$ cat config.mk
export PLATFORM = sky130hd
export DESIGN_NAME = preemptive_priority_scheduler
export DESIGN_NICKNAME = d
export VERILOG_FILES = /design/src/rtl/core/pps_pkg.sv /design/src/rtl/core/pps_cell.sv /design/src/rtl/core/preemptive_priority_scheduler.sv
export SDC_FILE = /design/constraint.sdc
export NUM_CORES = 2
export LEC_CHECK = 0
export BUFFER_PORTS_ARGS = -buffer_cell sky130_fd_sc_hd__buf_2
export CORE_MARGIN = 1.5
export CORE_UTILIZATION = 25
export CTS_CLUSTER_SIZE = 12
export DETAILED_ROUTE_END_ITERATION = 10
export GPL_TIMING_DRIVEN = 0
export PLACE_DENSITY_LB_ADDON = 0.08
export SYNTH_ARGS = -nofsm -noshare
export SYNTH_HDL_FRONTEND = slang
export SYNTH_SLANG_ARGS = --single-unit
$ cat constraint.sdc
create_clock -name clock -period 10.97 [get_ports clock]
set_input_delay 3.291 -clock clock [delete_from_list [all_inputs] [get_ports clock]]
set_output_delay 3.291 -clock clock [all_outputs]
set_load 0.05 [all_outputs]
$ cat src/rtl/core/pps_pkg.sv
// Shared sizes, payload structs and cell-chain control types for the
// preemptive priority scheduler. No dependencies.
`timescale 1ns / 1ps
`default_nettype none

package pps_pkg;

   localparam int MAX_TASKS     = 16;
   localparam int TIME_BITS     = 16;
   localparam int PRIORITY_BITS = 8;
   localparam int IDX_W         = $clog2(MAX_TASKS);
   localparam int CNT_W         = $clog2(MAX_TASKS + 1);

   localparam logic [TIME_BITS-1:0] TIME_MAX = {TIME_BITS{1'b1}};

   localparam logic MODE_LOAD = 1'b0;
   localparam logic MODE_TICK = 1'b1;

   typedef struct packed {
      logic                     mode;
      logic [PRIORITY_BITS-1:0] priority_req;
      logic [TIME_BITS-1:0]     arrival;
      logic [TIME_BITS-1:0]     burst;
   } pps_req_type;

   typedef struct packed {
      logic [TIME_BITS-1:0] tick_time;
      logic                 ran;
      logic [IDX_W-1:0]     task_index;
      logic                 finished;
      logic [TIME_BITS-1:0] completion_time;
      logic [TIME_BITS-1:0] turnaround_time;
      logic [TIME_BITS-1:0] waiting_time;
      logic [TIME_BITS-1:0] response_time;
      logic                 all_done;
   } pps_rsp_type;

   // Best candidate so far, handed from cell to cell during a scan
   typedef struct packed {
      logic                     found;
      logic [PRIORITY_BITS-1:0] prio;
      logic [IDX_W-1:0]         index;
      logic [TIME_BITS-1:0]     arrival;
      logic [TIME_BITS-1:0]     burst;
      logic [TIME_BITS-1:0]     first_start;
      logic                     started;
      logic                     last_unit;
   } pps_cand_type;

   typedef struct packed {
      logic                     en;
      logic [IDX_W-1:0]         index;
      logic [PRIORITY_BITS-1:0] prio;
      logic [TIME_BITS-1:0]     arrival;
      logic [TIME_BITS-1:0]     burst;
   } pps_load_type;

   typedef struct packed {
      logic                 en;
      logic [IDX_W-1:0]     step;
      logic [TIME_BITS-1:0] now;
   } pps_scan_type;

   typedef struct packed {
      logic                 run;
      logic [IDX_W-1:0]     index;
      logic [TIME_BITS-1:0] now;
   } pps_upd_type;

endpackage

`default_nettype wire

$ cat src/rtl/core/pps_cell.sv
// One task slot of the scheduler chain: holds the task entry, merges it into
// the travelling best candidate on its scan step. Depends on pps_pkg.
`timescale 1ns / 1ps
`default_nettype none

module pps_cell (
   input  wire logic                        clock,
   input  wire logic                        reset,
   input  wire logic [pps_pkg::IDX_W-1:0]   cell_idx,
   input  wire pps_pkg::pps_load_type       load,
   input  wire pps_pkg::pps_scan_type       scan,
   input  wire pps_pkg::pps_upd_type        upd,
   input  wire pps_pkg::pps_cand_type       cand_in,
   output pps_pkg::pps_cand_type            cand_out,
   output logic                             done_after
);

   logic                              loaded_ff, loaded_in;
   logic                              started_ff, started_in;
   logic                              finished_ff, finished_in;
   logic [pps_pkg::PRIORITY_BITS-1:0] prio_ff, prio_in;
   logic [pps_pkg::TIME_BITS-1:0]     arrival_ff, arrival_in;
   logic [pps_pkg::TIME_BITS-1:0]     burst_ff, burst_in;
   logic [pps_pkg::TIME_BITS-1:0]     remaining_ff, remaining_in;
   logic [pps_pkg::TIME_BITS-1:0]     first_start_ff, first_start_in;
   pps_pkg::pps_cand_type             best_ff, best_in;

   logic eligible;
   logic take;
   logic hit;
   logic last_unit;

   always_comb begin
      last_unit = (remaining_ff == pps_pkg::TIME_BITS'(1));
      eligible  = loaded_ff & ~finished_ff & (arrival_ff <= scan.now);
      take      = eligible & (~cand_in.found | (prio_ff < cand_in.prio));
      hit       = upd.run & (upd.index == cell_idx);

      best_in = best_ff;
      if (scan.en && scan.step == cell_idx) begin
         if (take) begin
            best_in.found       = 1'b1;
            best_in.prio        = prio_ff;
            best_in.index       = cell_idx;
            best_in.arrival     = arrival_ff;
            best_in.burst       = burst_ff;
            best_in.first_start = first_start_ff;
            best_in.started     = started_ff;
            best_in.last_unit   = last_unit;
         end else begin
            best_in = cand_in;
         end
      end

      loaded_in      = loaded_ff;
      started_in     = started_ff;
      finished_in    = finished_ff;
      prio_in        = prio_ff;
      arrival_in     = arrival_ff;
      burst_in       = burst_ff;
      remaining_in   = remaining_ff;
      first_start_in = first_start_ff;

      if (load.en && load.index == cell_idx) begin
         loaded_in      = 1'b1;
         started_in     = 1'b0;
         finished_in    = (load.burst == '0);
         prio_in        = load.prio;
         arrival_in     = load.arrival;
         burst_in       = load.burst;
         remaining_in   = load.burst;
         first_start_in = '0;
      end else if (hit) begin
         remaining_in = remaining_ff - pps_pkg::TIME_BITS'(1);
         if (!started_ff) begin
            started_in     = 1'b1;
            first_start_in = upd.now;
         end
         if (last_unit) begin
            finished_in = 1'b1;
         end
      end

      // state of this slot once the pending update has landed
      done_after = ~loaded_ff | finished_ff | (hit & last_unit);
   end

   always_ff @(posedge clock) begin
      if (reset) begin
         loaded_ff   <= 1'b0;
         started_ff  <= 1'b0;
         finished_ff <= 1'b0;
         best_ff     <= '0;
      end else begin
         loaded_ff   <= loaded_in;
         started_ff  <= started_in;
         finished_ff <= finished_in;
         best_ff     <= best_in;
      end
      prio_ff        <= prio_in;
      arrival_ff     <= arrival_in;
      burst_ff       <= burst_in;
      remaining_ff   <= remaining_in;
      first_start_ff <= first_start_in;
   end

   assign cand_out = best_ff;

endmodule

`default_nettype wire

$ cat src/rtl/core/preemptive_priority_scheduler.sv
// Preemptive priority scheduler top level: request decode, scan sequencing,
// timing figures and result register. Depends on pps_pkg and pps_cell.
//
// A load transaction fills the next free slot of a row of MAX_TASKS cells;
// loads past a full row are dropped. A tick transaction walks the best
// candidate through the cell row, one cell per cycle: an accept step,
// MAX_TASKS scan steps, and a report step that also retires the chosen
// task's time unit. The report step waits while a previous result is still
// held in the output register. Lowest priority value wins, lowest index on a
// tie; time saturates at its largest value.
`timescale 1ns / 1ps
`default_nettype none

module preemptive_priority_scheduler (
   input  wire logic                  clock,
   input  wire logic                  reset,
   input  wire logic                  req_valid,
   output logic                       req_stall,
   input  wire pps_pkg::pps_req_type  req_data,
   output logic                       rsp_valid,
   input  wire logic                  rsp_stall,
   output pps_pkg::pps_rsp_type       rsp_data
);

   typedef enum logic [1:0] {
      ST_IDLE,
      ST_SCAN,
      ST_REPORT
   } state_type;

   state_type                     state_ff, state_in;
   logic [pps_pkg::IDX_W-1:0]     step_ff, step_in;
   logic [pps_pkg::CNT_W-1:0]     count_ff, count_in;
   logic [pps_pkg::TIME_BITS-1:0] time_ff, time_in;
   logic                          rsp_valid_ff, rsp_valid_in;
   pps_pkg::pps_rsp_type          rsp_ff, rsp_in;

   pps_pkg::pps_load_type         load;
   pps_pkg::pps_scan_type         scan;
   pps_pkg::pps_upd_type          upd;
   pps_pkg::pps_cand_type         chain [pps_pkg::MAX_TASKS];
   pps_pkg::pps_cand_type         best;
   logic [pps_pkg::MAX_TASKS-1:0] done_vec;

   logic                          req_take;
   logic                          out_free;
   logic                          report;
   logic [pps_pkg::TIME_BITS-1:0] comp;
   logic [pps_pkg::TIME_BITS-1:0] tat;
   logic [pps_pkg::TIME_BITS-1:0] fs;

   genvar gi;
   generate
      for (gi = 0; gi < pps_pkg::MAX_TASKS; gi++) begin : g_cell
         pps_pkg::pps_cand_type cand_prev;
         if (gi == 0) begin : g_head
            assign cand_prev = '0;
         end else begin : g_link
            assign cand_prev = chain[gi-1];
         end
         pps_cell u_cell (
            .clock      (clock),
            .reset      (reset),
            .cell_idx   (pps_pkg::IDX_W'(gi)),
            .load       (load),
            .scan       (scan),
            .upd        (upd),
            .cand_in    (cand_prev),
            .cand_out   (chain[gi]),
            .done_after (done_vec[gi])
         );
      end
   endgenerate

   assign best = chain[pps_pkg::MAX_TASKS-1];

   always_comb begin
      req_take = req_valid & (state_ff == ST_IDLE);
      out_free = ~rsp_valid_ff | ~rsp_stall;
      report   = (state_ff == ST_REPORT) & out_free;

      load.en      = req_take & (req_data.mode == pps_pkg::MODE_LOAD)
                     & (count_ff < pps_pkg::CNT_W'(pps_pkg::MAX_TASKS));
      load.index   = count_ff[pps_pkg::IDX_W-1:0];
      load.prio    = req_data.priority_req;
      load.arrival = req_data.arrival;
      load.burst   = req_data.burst;

      scan.en   = (state_ff == ST_SCAN);
      scan.step = step_ff;
      scan.now  = time_ff;

      upd.run   = report & best.found;
      upd.index = best.index;
      upd.now   = time_ff;

      comp = (time_ff != pps_pkg::TIME_MAX) ? time_ff + pps_pkg::TIME_BITS'(1)
                                            : pps_pkg::TIME_MAX;
      tat  = comp - best.arrival;
      fs   = best.started ? best.first_start : time_ff;

      state_in     = state_ff;
      step_in      = step_ff;
      count_in     = count_ff;
      time_in      = time_ff;
      rsp_valid_in = rsp_valid_ff & rsp_stall;
      rsp_in       = rsp_ff;

      case (state_ff)
         ST_IDLE: begin
            if (load.en) begin
               count_in = count_ff + pps_pkg::CNT_W'(1);
            end
            if (req_take && req_data.mode == pps_pkg::MODE_TICK) begin
               step_in  = '0;
               state_in = ST_SCAN;
            end
         end
         ST_SCAN: begin
            step_in = step_ff + pps_pkg::IDX_W'(1);
            if (step_ff == pps_pkg::IDX_W'(pps_pkg::MAX_TASKS - 1)) begin
               state_in = ST_REPORT;
            end
         end
         ST_REPORT: begin
            if (out_free) begin
               rsp_valid_in              = 1'b1;
               rsp_in.tick_time          = time_ff;
               rsp_in.ran                = best.found;
               rsp_in.task_index         = best.found ? best.index : '0;
               rsp_in.finished           = best.found & best.last_unit;
               rsp_in.completion_time    = '0;
               rsp_in.turnaround_time    = '0;
               rsp_in.waiting_time       = '0;
               rsp_in.response_time      = '0;
               if (best.found && best.last_unit) begin
                  rsp_in.completion_time = comp;
                  rsp_in.turnaround_time = tat;
                  rsp_in.waiting_time    = (tat >= best.burst) ? tat - best.burst : '0;
                  rsp_in.response_time   = fs - best.arrival;
               end
               rsp_in.all_done = &done_vec;
               if (time_ff != pps_pkg::TIME_MAX) begin
                  time_in = time_ff + pps_pkg::TIME_BITS'(1);
               end
               state_in = ST_IDLE;
            end
         end
         default: begin
            state_in = ST_IDLE;
         end
      endcase
   end

   always_ff @(posedge clock) begin
      if (reset) begin
         state_ff     <= ST_IDLE;
         step_ff      <= '0;
         count_ff     <= '0;
         time_ff      <= '0;
         rsp_valid_ff <= 1'b0;
      end else begin
         state_ff     <= state_in;
         step_ff      <= step_in;
         count_ff     <= count_in;
         time_ff      <= time_in;
         rsp_valid_ff <= rsp_valid_in;
      end
      rsp_ff <= rsp_in;
   end

   assign req_stall = (state_ff != ST_IDLE);
   assign rsp_valid = rsp_valid_ff;
   assign rsp_data  = rsp_ff;

endmodule

`default_nettype wire

Word-level counts from Yosys, hierarchy flattened
Index checks and enable logic that the tools add are counted.
{ "op_classes": {"n_bitwise": 200, "n_lt_le_gt_ge": 33, "n_addsub": 22, "mux": 106, "shift": 0, "n_eq_ne": 67, "reduce_logical": 128, "multipliers": 0, "n_div": 0} }
{ "ops": {"columns": ["cell", "count"], "rows": [
  ["63-bit two-way mux", 16],
  ["16-bit two-way mux", 34],
  ["16-bit by 1-bit == test with 1-bit output (second input constant)", 16],
  ["16-bit <= comparator", 16],
  ["16-bit by 1-bit subtractor with 16-bit output (second input constant)", 16],
  ["8-bit less-than comparator", 15],
  ["4-bit == test (second input constant)", 24],
  ["1-bit AND", 86],
  ["2-bit AND reduction", 36],
  ["2-bit nonzero test", 34],
  ["1-bit NOT", 66],
  ["1-bit two-way mux", 50],
  ["4-bit by 3-bit == test with 1-bit output (second input constant)", 12],
  ["1-bit OR", 48],
  ["16-bit subtractor", 3],
  ["1-bit logical AND", 34],
  ["2-bit OR reduction", 16],
  ["4-bit by 2-bit == test with 1-bit output (second input constant)", 6],
  ["16-bit by 1-bit adder with 16-bit output (second input constant)", 1],
  ["16-bit greater-or-equal comparator", 1],
  ["16-bit zero test", 1],
  ["16-bit inequality test (second input constant)", 1],
  ["16-bit AND reduction", 1],
  ["4-bit by 1-bit == test with 1-bit output (second input constant)", 3],
  ["14 further kinds", 20]
]} }
{ "word_totals": {"output_inout_bits": 89, "mem_count": 0, "latch_bits": 0, "ff_bits": 2315, "inputBits": 45, "word_cells": 825, "rom_bits": 0, "mem_bits_rw": 0} }

Logic depth before layout (Yosys ltp)
{ "depth": {"depth_word": 8, "mapped_depth": 24} }

Hierarchy
Synthesis repeated with hierarchy kept, for this count alone.
{ "unflattened": {"hier_cells": 10605, "hier_area_um2": 109437.5} }
{ "by_module_without_submodules": {"columns": ["mod", "area_per_inst_um2", "instances", "seq_area_each_um2", "cells_each"], "rows": [
  ["pps_cell (g_cell[0].u_cell ...)", 6251.0, 10, 3323.2, 589],
  ["pps_cell (g_cell[6].u_cell ...)", 6538.8, 4, 3323.2, 650],
  ["pps_cell (g_cell[5].u_cell)", 7101.8, 1, 3323.2, 728],
  ["preemptive_priority_scheduler", 7061.8, 1, 3173.0, 709],
  ["pps_cell (g_cell[12].u_cell)", 6608.8, 1, 3323.2, 678]
]} }

Worst setup path before layout
Ideal clock, no wire load.
{ "synth_path": {"path_type": "input -> register", "start": "input rsp_stall", "end": "register time_ff[13] in the netlist's numbering", "cell_stages": 6, "arrival_time_ps": 8615, "path_slack_ps": 2285, "n_path_buf": 1, "required_ps": 10900, "setup_ps": 70, "path_cell_list": "and2_1 > buf_2 > nor2_1 > nand2_1 > or3_1 > a21oi_1"} }
{ "synth_via": {"elab_chain_cells": 3} }
{ "synth_lines": {"columns": ["element", "line_no", "source"], "rows": [
  ["start: declaration", "preemptive_priority_scheduler.sv:21", "input wire logic rsp_stall,"],
  ["1-bit NOT", "preemptive_priority_scheduler.sv:79", "out_free = ~rsp_valid_ff | ~rsp_stall;"],
  ["1-bit OR", "preemptive_priority_scheduler.sv:79", null],
  ["3-bit AND reduction (no line)", null, null],
  ["end signal: assignment", "preemptive_priority_scheduler.sv:166", "time_ff <= time_in;"],
  ["end: declaration", "preemptive_priority_scheduler.sv:34", "logic [pps_pkg::TIME_BITS-1:0] time_ff, time_in;"]
]} }
Every way passes these cells.
A chain may end at the register's enable or synchronous reset.

Final worst setup path
{ "layout_path": {"start": "register time_ff[7] in the netlist's numbering", "end": "register rsp_ff, in the netlist rsp_data[19], data pin"} }
{ "layout_via": {"elab_chain_cells": 5} }
{ "layout_lines": {"columns": ["element", "line_no", "source"], "rows": [
  ["16-bit inequality test", "preemptive_priority_scheduler.sv:97", "comp = (time_ff != pps_pkg::TIME_MAX) ? time_ff + pps_pkg::TIME_BITS'(1)"],
  ["16-bit two-way mux", "preemptive_priority_scheduler.sv:97", null],
  ["net comp, one bit", "preemptive_priority_scheduler.sv:48", "logic [pps_pkg::TIME_BITS-1:0] comp;"],
  ["16-bit subtractor", "preemptive_priority_scheduler.sv:99", "tat = comp - best.arrival;"],
  ["net tat, one bit", "preemptive_priority_scheduler.sv:49", "logic [pps_pkg::TIME_BITS-1:0] tat;"],
  ["16-bit greater-or-equal comparator", "preemptive_priority_scheduler.sv:139", "rsp_in.waiting_time = (tat >= best.burst) ? tat - best.burst : '0;"],
  ["2-bit AND reduction (no line)", null, null],
  ["end signal: assignment", "preemptive_priority_scheduler.sv:169", "rsp_ff <= rsp_in;"],
  ["end: declaration", "preemptive_priority_scheduler.sv:36", "pps_pkg::pps_rsp_type rsp_ff, rsp_in;"]
]} }
The timed path passes the listed nets, and every way through them passes these cells.

==> impl.org <==
** Run status
- The flow ran to the end, but the final reports show violations.
- Violated checks :: max-capacitance violations, max-slew violations

** Min path
- Count of cells along the worst hold path :: 2
- The min-delay analysis places its worst path in the category reg -> reg.

** Synthesis
- Async set or reset register ratio after synthesis :: 0%
- The most used flip-flop cell after synthesis is sky130_fd_sc_hd__dfxtp_1.
- Share of the synthesized area in compound gates (AO/OA/AOI/OAI) :: a little under a fifth
- Count of mapped cells out of synthesis :: roughly 11,000
- Of the total synthesized cell area, the portion taken by XOR and XNOR cells is under 10%.
- When the netlist entered floorplanning its net count stood at 11,300.
- Counting flops and latches in the post-synthesis netlist gives 2,300.
- The cell area that synthesis handed to floorplanning was 104,000 sq um.
- In this run the mean area of a mapped cell was 9.65 sq um.
- Sequential cells were found to cover roughly 54% of the synthesized design area.
- After synthesis, the largest family of logic cells by area is compound AO/OA/AOI/OAI gates.
- For this run, the number of Yosys warnings is 0.
- Summing the areas of all fa, ha and maj instances in the mapped netlist gives approximately 5.4% of the synthesized area.
- After synthesis, the netlist uses 74 different library cells.
- Multiplexer fraction of the synthesized cell area :: less than 1%
- EDFF count, synth :: between 900 and 1,000
- Fraction of the mapped netlist area in simple logic gates :: between 15 and 20%

** Finish
- Top library cells by usage in the layout, fill and taps aside :: sky130_fd_sc_hd__nor2_1, sky130_fd_sc_hd__dfxtp_1, sky130_fd_sc_hd__edfxtp_1
- Area of the multi-input gates :: approximately 44,000 sq um
- Final design instance area without fill :: between 100,000 and 150,000 sq um
- Most common cell after layout, fill and taps aside :: sky130_fd_sc_hd__nor2_1
- End-of-flow core utilization :: 29.6%
- Compared with the post-synthesis result, the final layout area differs by 17.5%.
- Final Net Count :: roughly 12,000
- Number of fillers in the final layout :: 43,400
- Across the whole layout, storage elements account for roughly 56,000 sq um.
- Share of cells above drive strength 1 :: about 6.5%

** Global route
- Pin count of the biggest net entering global routing :: 50
- The number of global-route vias before repair came to 86,500.
- Global routing used between 20 and 25% of the available tracks across all layers.
- Global-route wire length before repair :: a little under 700 mm
- Grt ovf :: 0
- Antenna violations before repair :: 51

** Drt
- Detailed routing placed a total of ~23 mm of wire on met3.
- Met1 WL :: ~210 mm
- The count of nets left with antenna violations once routing finished came out at 0.
- Wire segments on met2 add up to roughly 240 mm in the final route.
- After detailed routing, the number of remaining DRC violations is 0.
- DR iter-0 viols :: between 7,000 and 8,000
- The first detailed-routing pass ran for 6 iterations.
- Vias after detailed routing :: 88,100
- Highest Signal Layer :: met4
- In the final routed layout, each cell accounts on average for approximately 29 um.
- In the routed layout, each cell is associated on average with a via count of slightly above 5.
- Total Routed Length :: 487 mm

** Clock network
- Worst-Skew Late Latency :: between 0.9 and 1 ns
- Clock tree synthesis selected as its root buffer the cell sky130_fd_sc_hd__clkbuf_16.
- H-tree Lvls :: 5
- Buffers added to address setup during post-CTS repair amount to 0.
- TritonCTS clock tree :: done
- Num Clock Sinks :: between 2,000 and 2,500
- Gates resized during post-CTS repair numbered 0.
- CTS Buf Count :: 294
- Largest buffer count on any clock path :: 4
- The number of hold buffers added after CTS was 0.
- After clock tree synthesis, the clock-pin slew on the worst setup and hold paths is 0.05 ns.

** Placed design
- Post-DP HPWL :: between 300 and 400 mm
- After detailed placement, the total cell area comes to 113,000 sq um.
- Port Buffer Count :: 132
- Routability congestion estimate :: approximately 0.84

** Floorplanning
- Measured along the y axis, the die boundary spans between 600 and 700 um.
- The initialized floorplan defines approximately 240 standard-cell rows.
- 134 I/O pins were placed.
- The die is roughly 650 um wide.
- The die covers ~420,000 sq um.
- Area of the placeable core :: around 410,000 sq um
- The initial utilization of the core area, before any placement, comes to 25.2%.

** STA
- Worst hold-check slack :: around 0.45 ns
- Setup violations remaining at the end of the flow were counted as 0.
- Final count of pins violating max slew :: 11
- Post-layout minimum cycle time :: roughly 7.3 ns
- Headroom to the max-slew limit :: -1.43%
- The final hold violation count is 0.
- Setup repair after global routing missed its margin :: false
- Max Freq :: between 0.1 and 0.15 GHz
- Final worst clock skew :: between 0.04 and 0.05 ns
- Transition time of the tightest slew-check pin :: about 1.5 ns
- The worst path uses around 67% of the clock period.
- Setup TNS :: 0 ns

** Setup path
- The worst setup path is launched from a register.
- At the worst endpoint, the arrival time is roughly 8 ns.
- STA classifies the critical path endpoint as a register.
- By startpoint and endpoint, the worst setup path is classified as reg -> reg.
- Data on the critical path is required at its endpoint by around 12 ns.
- FF-to-FF path depth :: 24
- Highest net fanout along the worst path :: 10

** Pwr
- The worst-case IR drop observed on VDD is 0.117 mV.
- The design draws around 0.019 W.
- Power density over cell area :: around 160 nW/um^2
- Leakage power figure :: around 37 nW

** Run
- Max-cap violations in this run came to 1.
-- cells in the mapped netlist (22+ instances only) --
cell type	number	area share (%)
sky130_fd_sc_hd__o21ai_1	122	0.59
sky130_fd_sc_hd__dfxtp_1	1317	25
sky130_fd_sc_hd__xor2_1	65	0.55
sky130_fd_sc_hd__nand2_1	590	2.1
sky130_fd_sc_hd__a211oi_1	62	0.45
sky130_fd_sc_hd__inv_1	254	0.91
sky130_fd_sc_hd__edfxtp_1	983	28
sky130_fd_sc_hd__nand3_1	921	4.4
sky130_fd_sc_hd__nor2b_1	61	0.37
sky130_fd_sc_hd__a21oi_1	563	2.7
sky130_fd_sc_hd__a21o_1	108	0.78
sky130_fd_sc_hd__buf_1	85	0.31
sky130_fd_sc_hd__a311oi_1	861	7.2
sky130_fd_sc_hd__mux2i_1	104	1.0
sky130_fd_sc_hd__or3_1	57	0.34
sky130_fd_sc_hd__and2_1	35	0.21
sky130_fd_sc_hd__nor4_1	65	0.39
sky130_fd_sc_hd__xnor2_1	189	1.6
sky130_fd_sc_hd__nand4_1	83	0.50
sky130_fd_sc_hd__ha_1	448	5.4
sky130_fd_sc_hd__nor2_1	1535	5.5
sky130_fd_sc_hd__a31oi_1	38	0.23
sky130_fd_sc_hd__o21ai_0	973	4.7
sky130_fd_sc_hd__o211ai_1	35	0.25
sky130_fd_sc_hd__nor3_1	173	0.83
sky130_fd_sc_hd__clkbuf_1	801	2.9
sky130_fd_sc_hd__nand2b_1	22	0.13
-- path summary, 6_finish.rpt --
kind                                                                start                                         to  slack, ns
worst max-delay path                              time_ff[7]$_SDFFE_PP0P_                 rsp_data[19]$_SDFFCE_PN0P_       3.63
worst min-delay path            g_cell[0].u_cell.cand_out[0]$_SDFFE_PP0P_  g_cell[0].u_cell.cand_out[0]$_SDFFE_PP0P_       0.45
worst max register to register                    time_ff[7]$_SDFFE_PP0P_                 rsp_data[19]$_SDFFCE_PN0P_       3.63
worst min register to register  g_cell[0].u_cell.cand_out[0]$_SDFFE_PP0P_  g_cell[0].u_cell.cand_out[0]$_SDFFE_PP0P_       0.45
-- layout make-up --
class,instances,share of cell area [%]
antenna,30,0.0613
tap,5474,5.59
buffer,911,2.90
timing repair buffer,180,1.42
multi-input combinational,7333,35.9
sequential,2300,45.6
clock inverter,88,0.805
clock buffer,453,6.92
inverter,256,0.801
-- flip-flops by register name, indices dropped and copies added (netlist names) --
signal / flops
g_cell.u_cell.cand_out: 985
g_cell.u_cell.arrival_ff: 256
g_cell.u_cell.burst_ff: 256
g_cell.u_cell.first_start_ff: 256
g_cell.u_cell.remaining_ff: 256
g_cell.u_cell.prio_ff: 128
rsp_data: 87
g_cell.u_cell.finished_ff: 16
g_cell.u_cell.loaded_ff: 16
g_cell.u_cell.started_ff: 16
time_ff: 16
count_ff: 5
step_ff: 4
state_ff: 2
rsp_valid: 1
-- worst max-delay path: stages (launching register included) --
cell and delay [ns]:
sky130_fd_sc_hd__dfxtp_1 0.37, sky130_fd_sc_hd__clkbuf_2 0.68, sky130_fd_sc_hd__nand4_1 0.19, sky130_fd_sc_hd__nor3_1 0.39
sky130_fd_sc_hd__nand2b_1 0.09, sky130_fd_sc_hd__clkbuf_1 0.25, sky130_fd_sc_hd__clkbuf_1 0.27, sky130_fd_sc_hd__nand2_1 0.17
sky130_fd_sc_hd__ha_1 0.29, sky130_fd_sc_hd__o21a_1 0.20, sky130_fd_sc_hd__o31a_1 0.14, sky130_fd_sc_hd__o41ai_1 0.53
sky130_fd_sc_hd__o21ba_2 0.25, sky130_fd_sc_hd__o21bai_1 0.07, sky130_fd_sc_hd__a21oi_1 0.27, sky130_fd_sc_hd__xnor2_1 0.27
sky130_fd_sc_hd__ha_1 0.39, sky130_fd_sc_hd__a21oi_1 0.17, sky130_fd_sc_hd__o21ai_0 0.13, sky130_fd_sc_hd__a2111oi_0 0.62
sky130_fd_sc_hd__nor2_1 0.17, sky130_fd_sc_hd__o21ai_1 0.27, sky130_fd_sc_hd__a211o_1 0.38, sky130_fd_sc_hd__clkbuf_1 0.36
sky130_fd_sc_hd__nor2_1 0.14
-- metal layers --
layer  GRT usage, %  vias to the layer above
li1               -                    40900
met1           29.5                    44200
met2           38.9                     2437
met3           2.40                      525
met4           5.02                        0
met5              0                        -
-- cells by family (layout without fill, tap and decap cells) --
family,Yosys count,count (layout)
xor+xnor,254,254
fa+ha+maj,451,451
simple gates,3620,3620
mux,104,104
other cells,0,30
buf+inv,1167,1888
compound gates,2904,2904
flops,2300,2300
-- per-stage QoR --
stage	std cells	setup slack, ns
finish	17000	3.63
global route	17000	3.22
CTS	17000	3.63
detailed placement	16500	3.68
global placement	16400	-0.520
floorplan	10800	2.28
-- power breakdown --
part,internal (W),switching (W)
registers,0.00893,0.0000188
logic,0.0000604,0.000393
clock network,0.00570,0.00405
total,0.0147,0.00446
(Power assumes the default switching activity.)
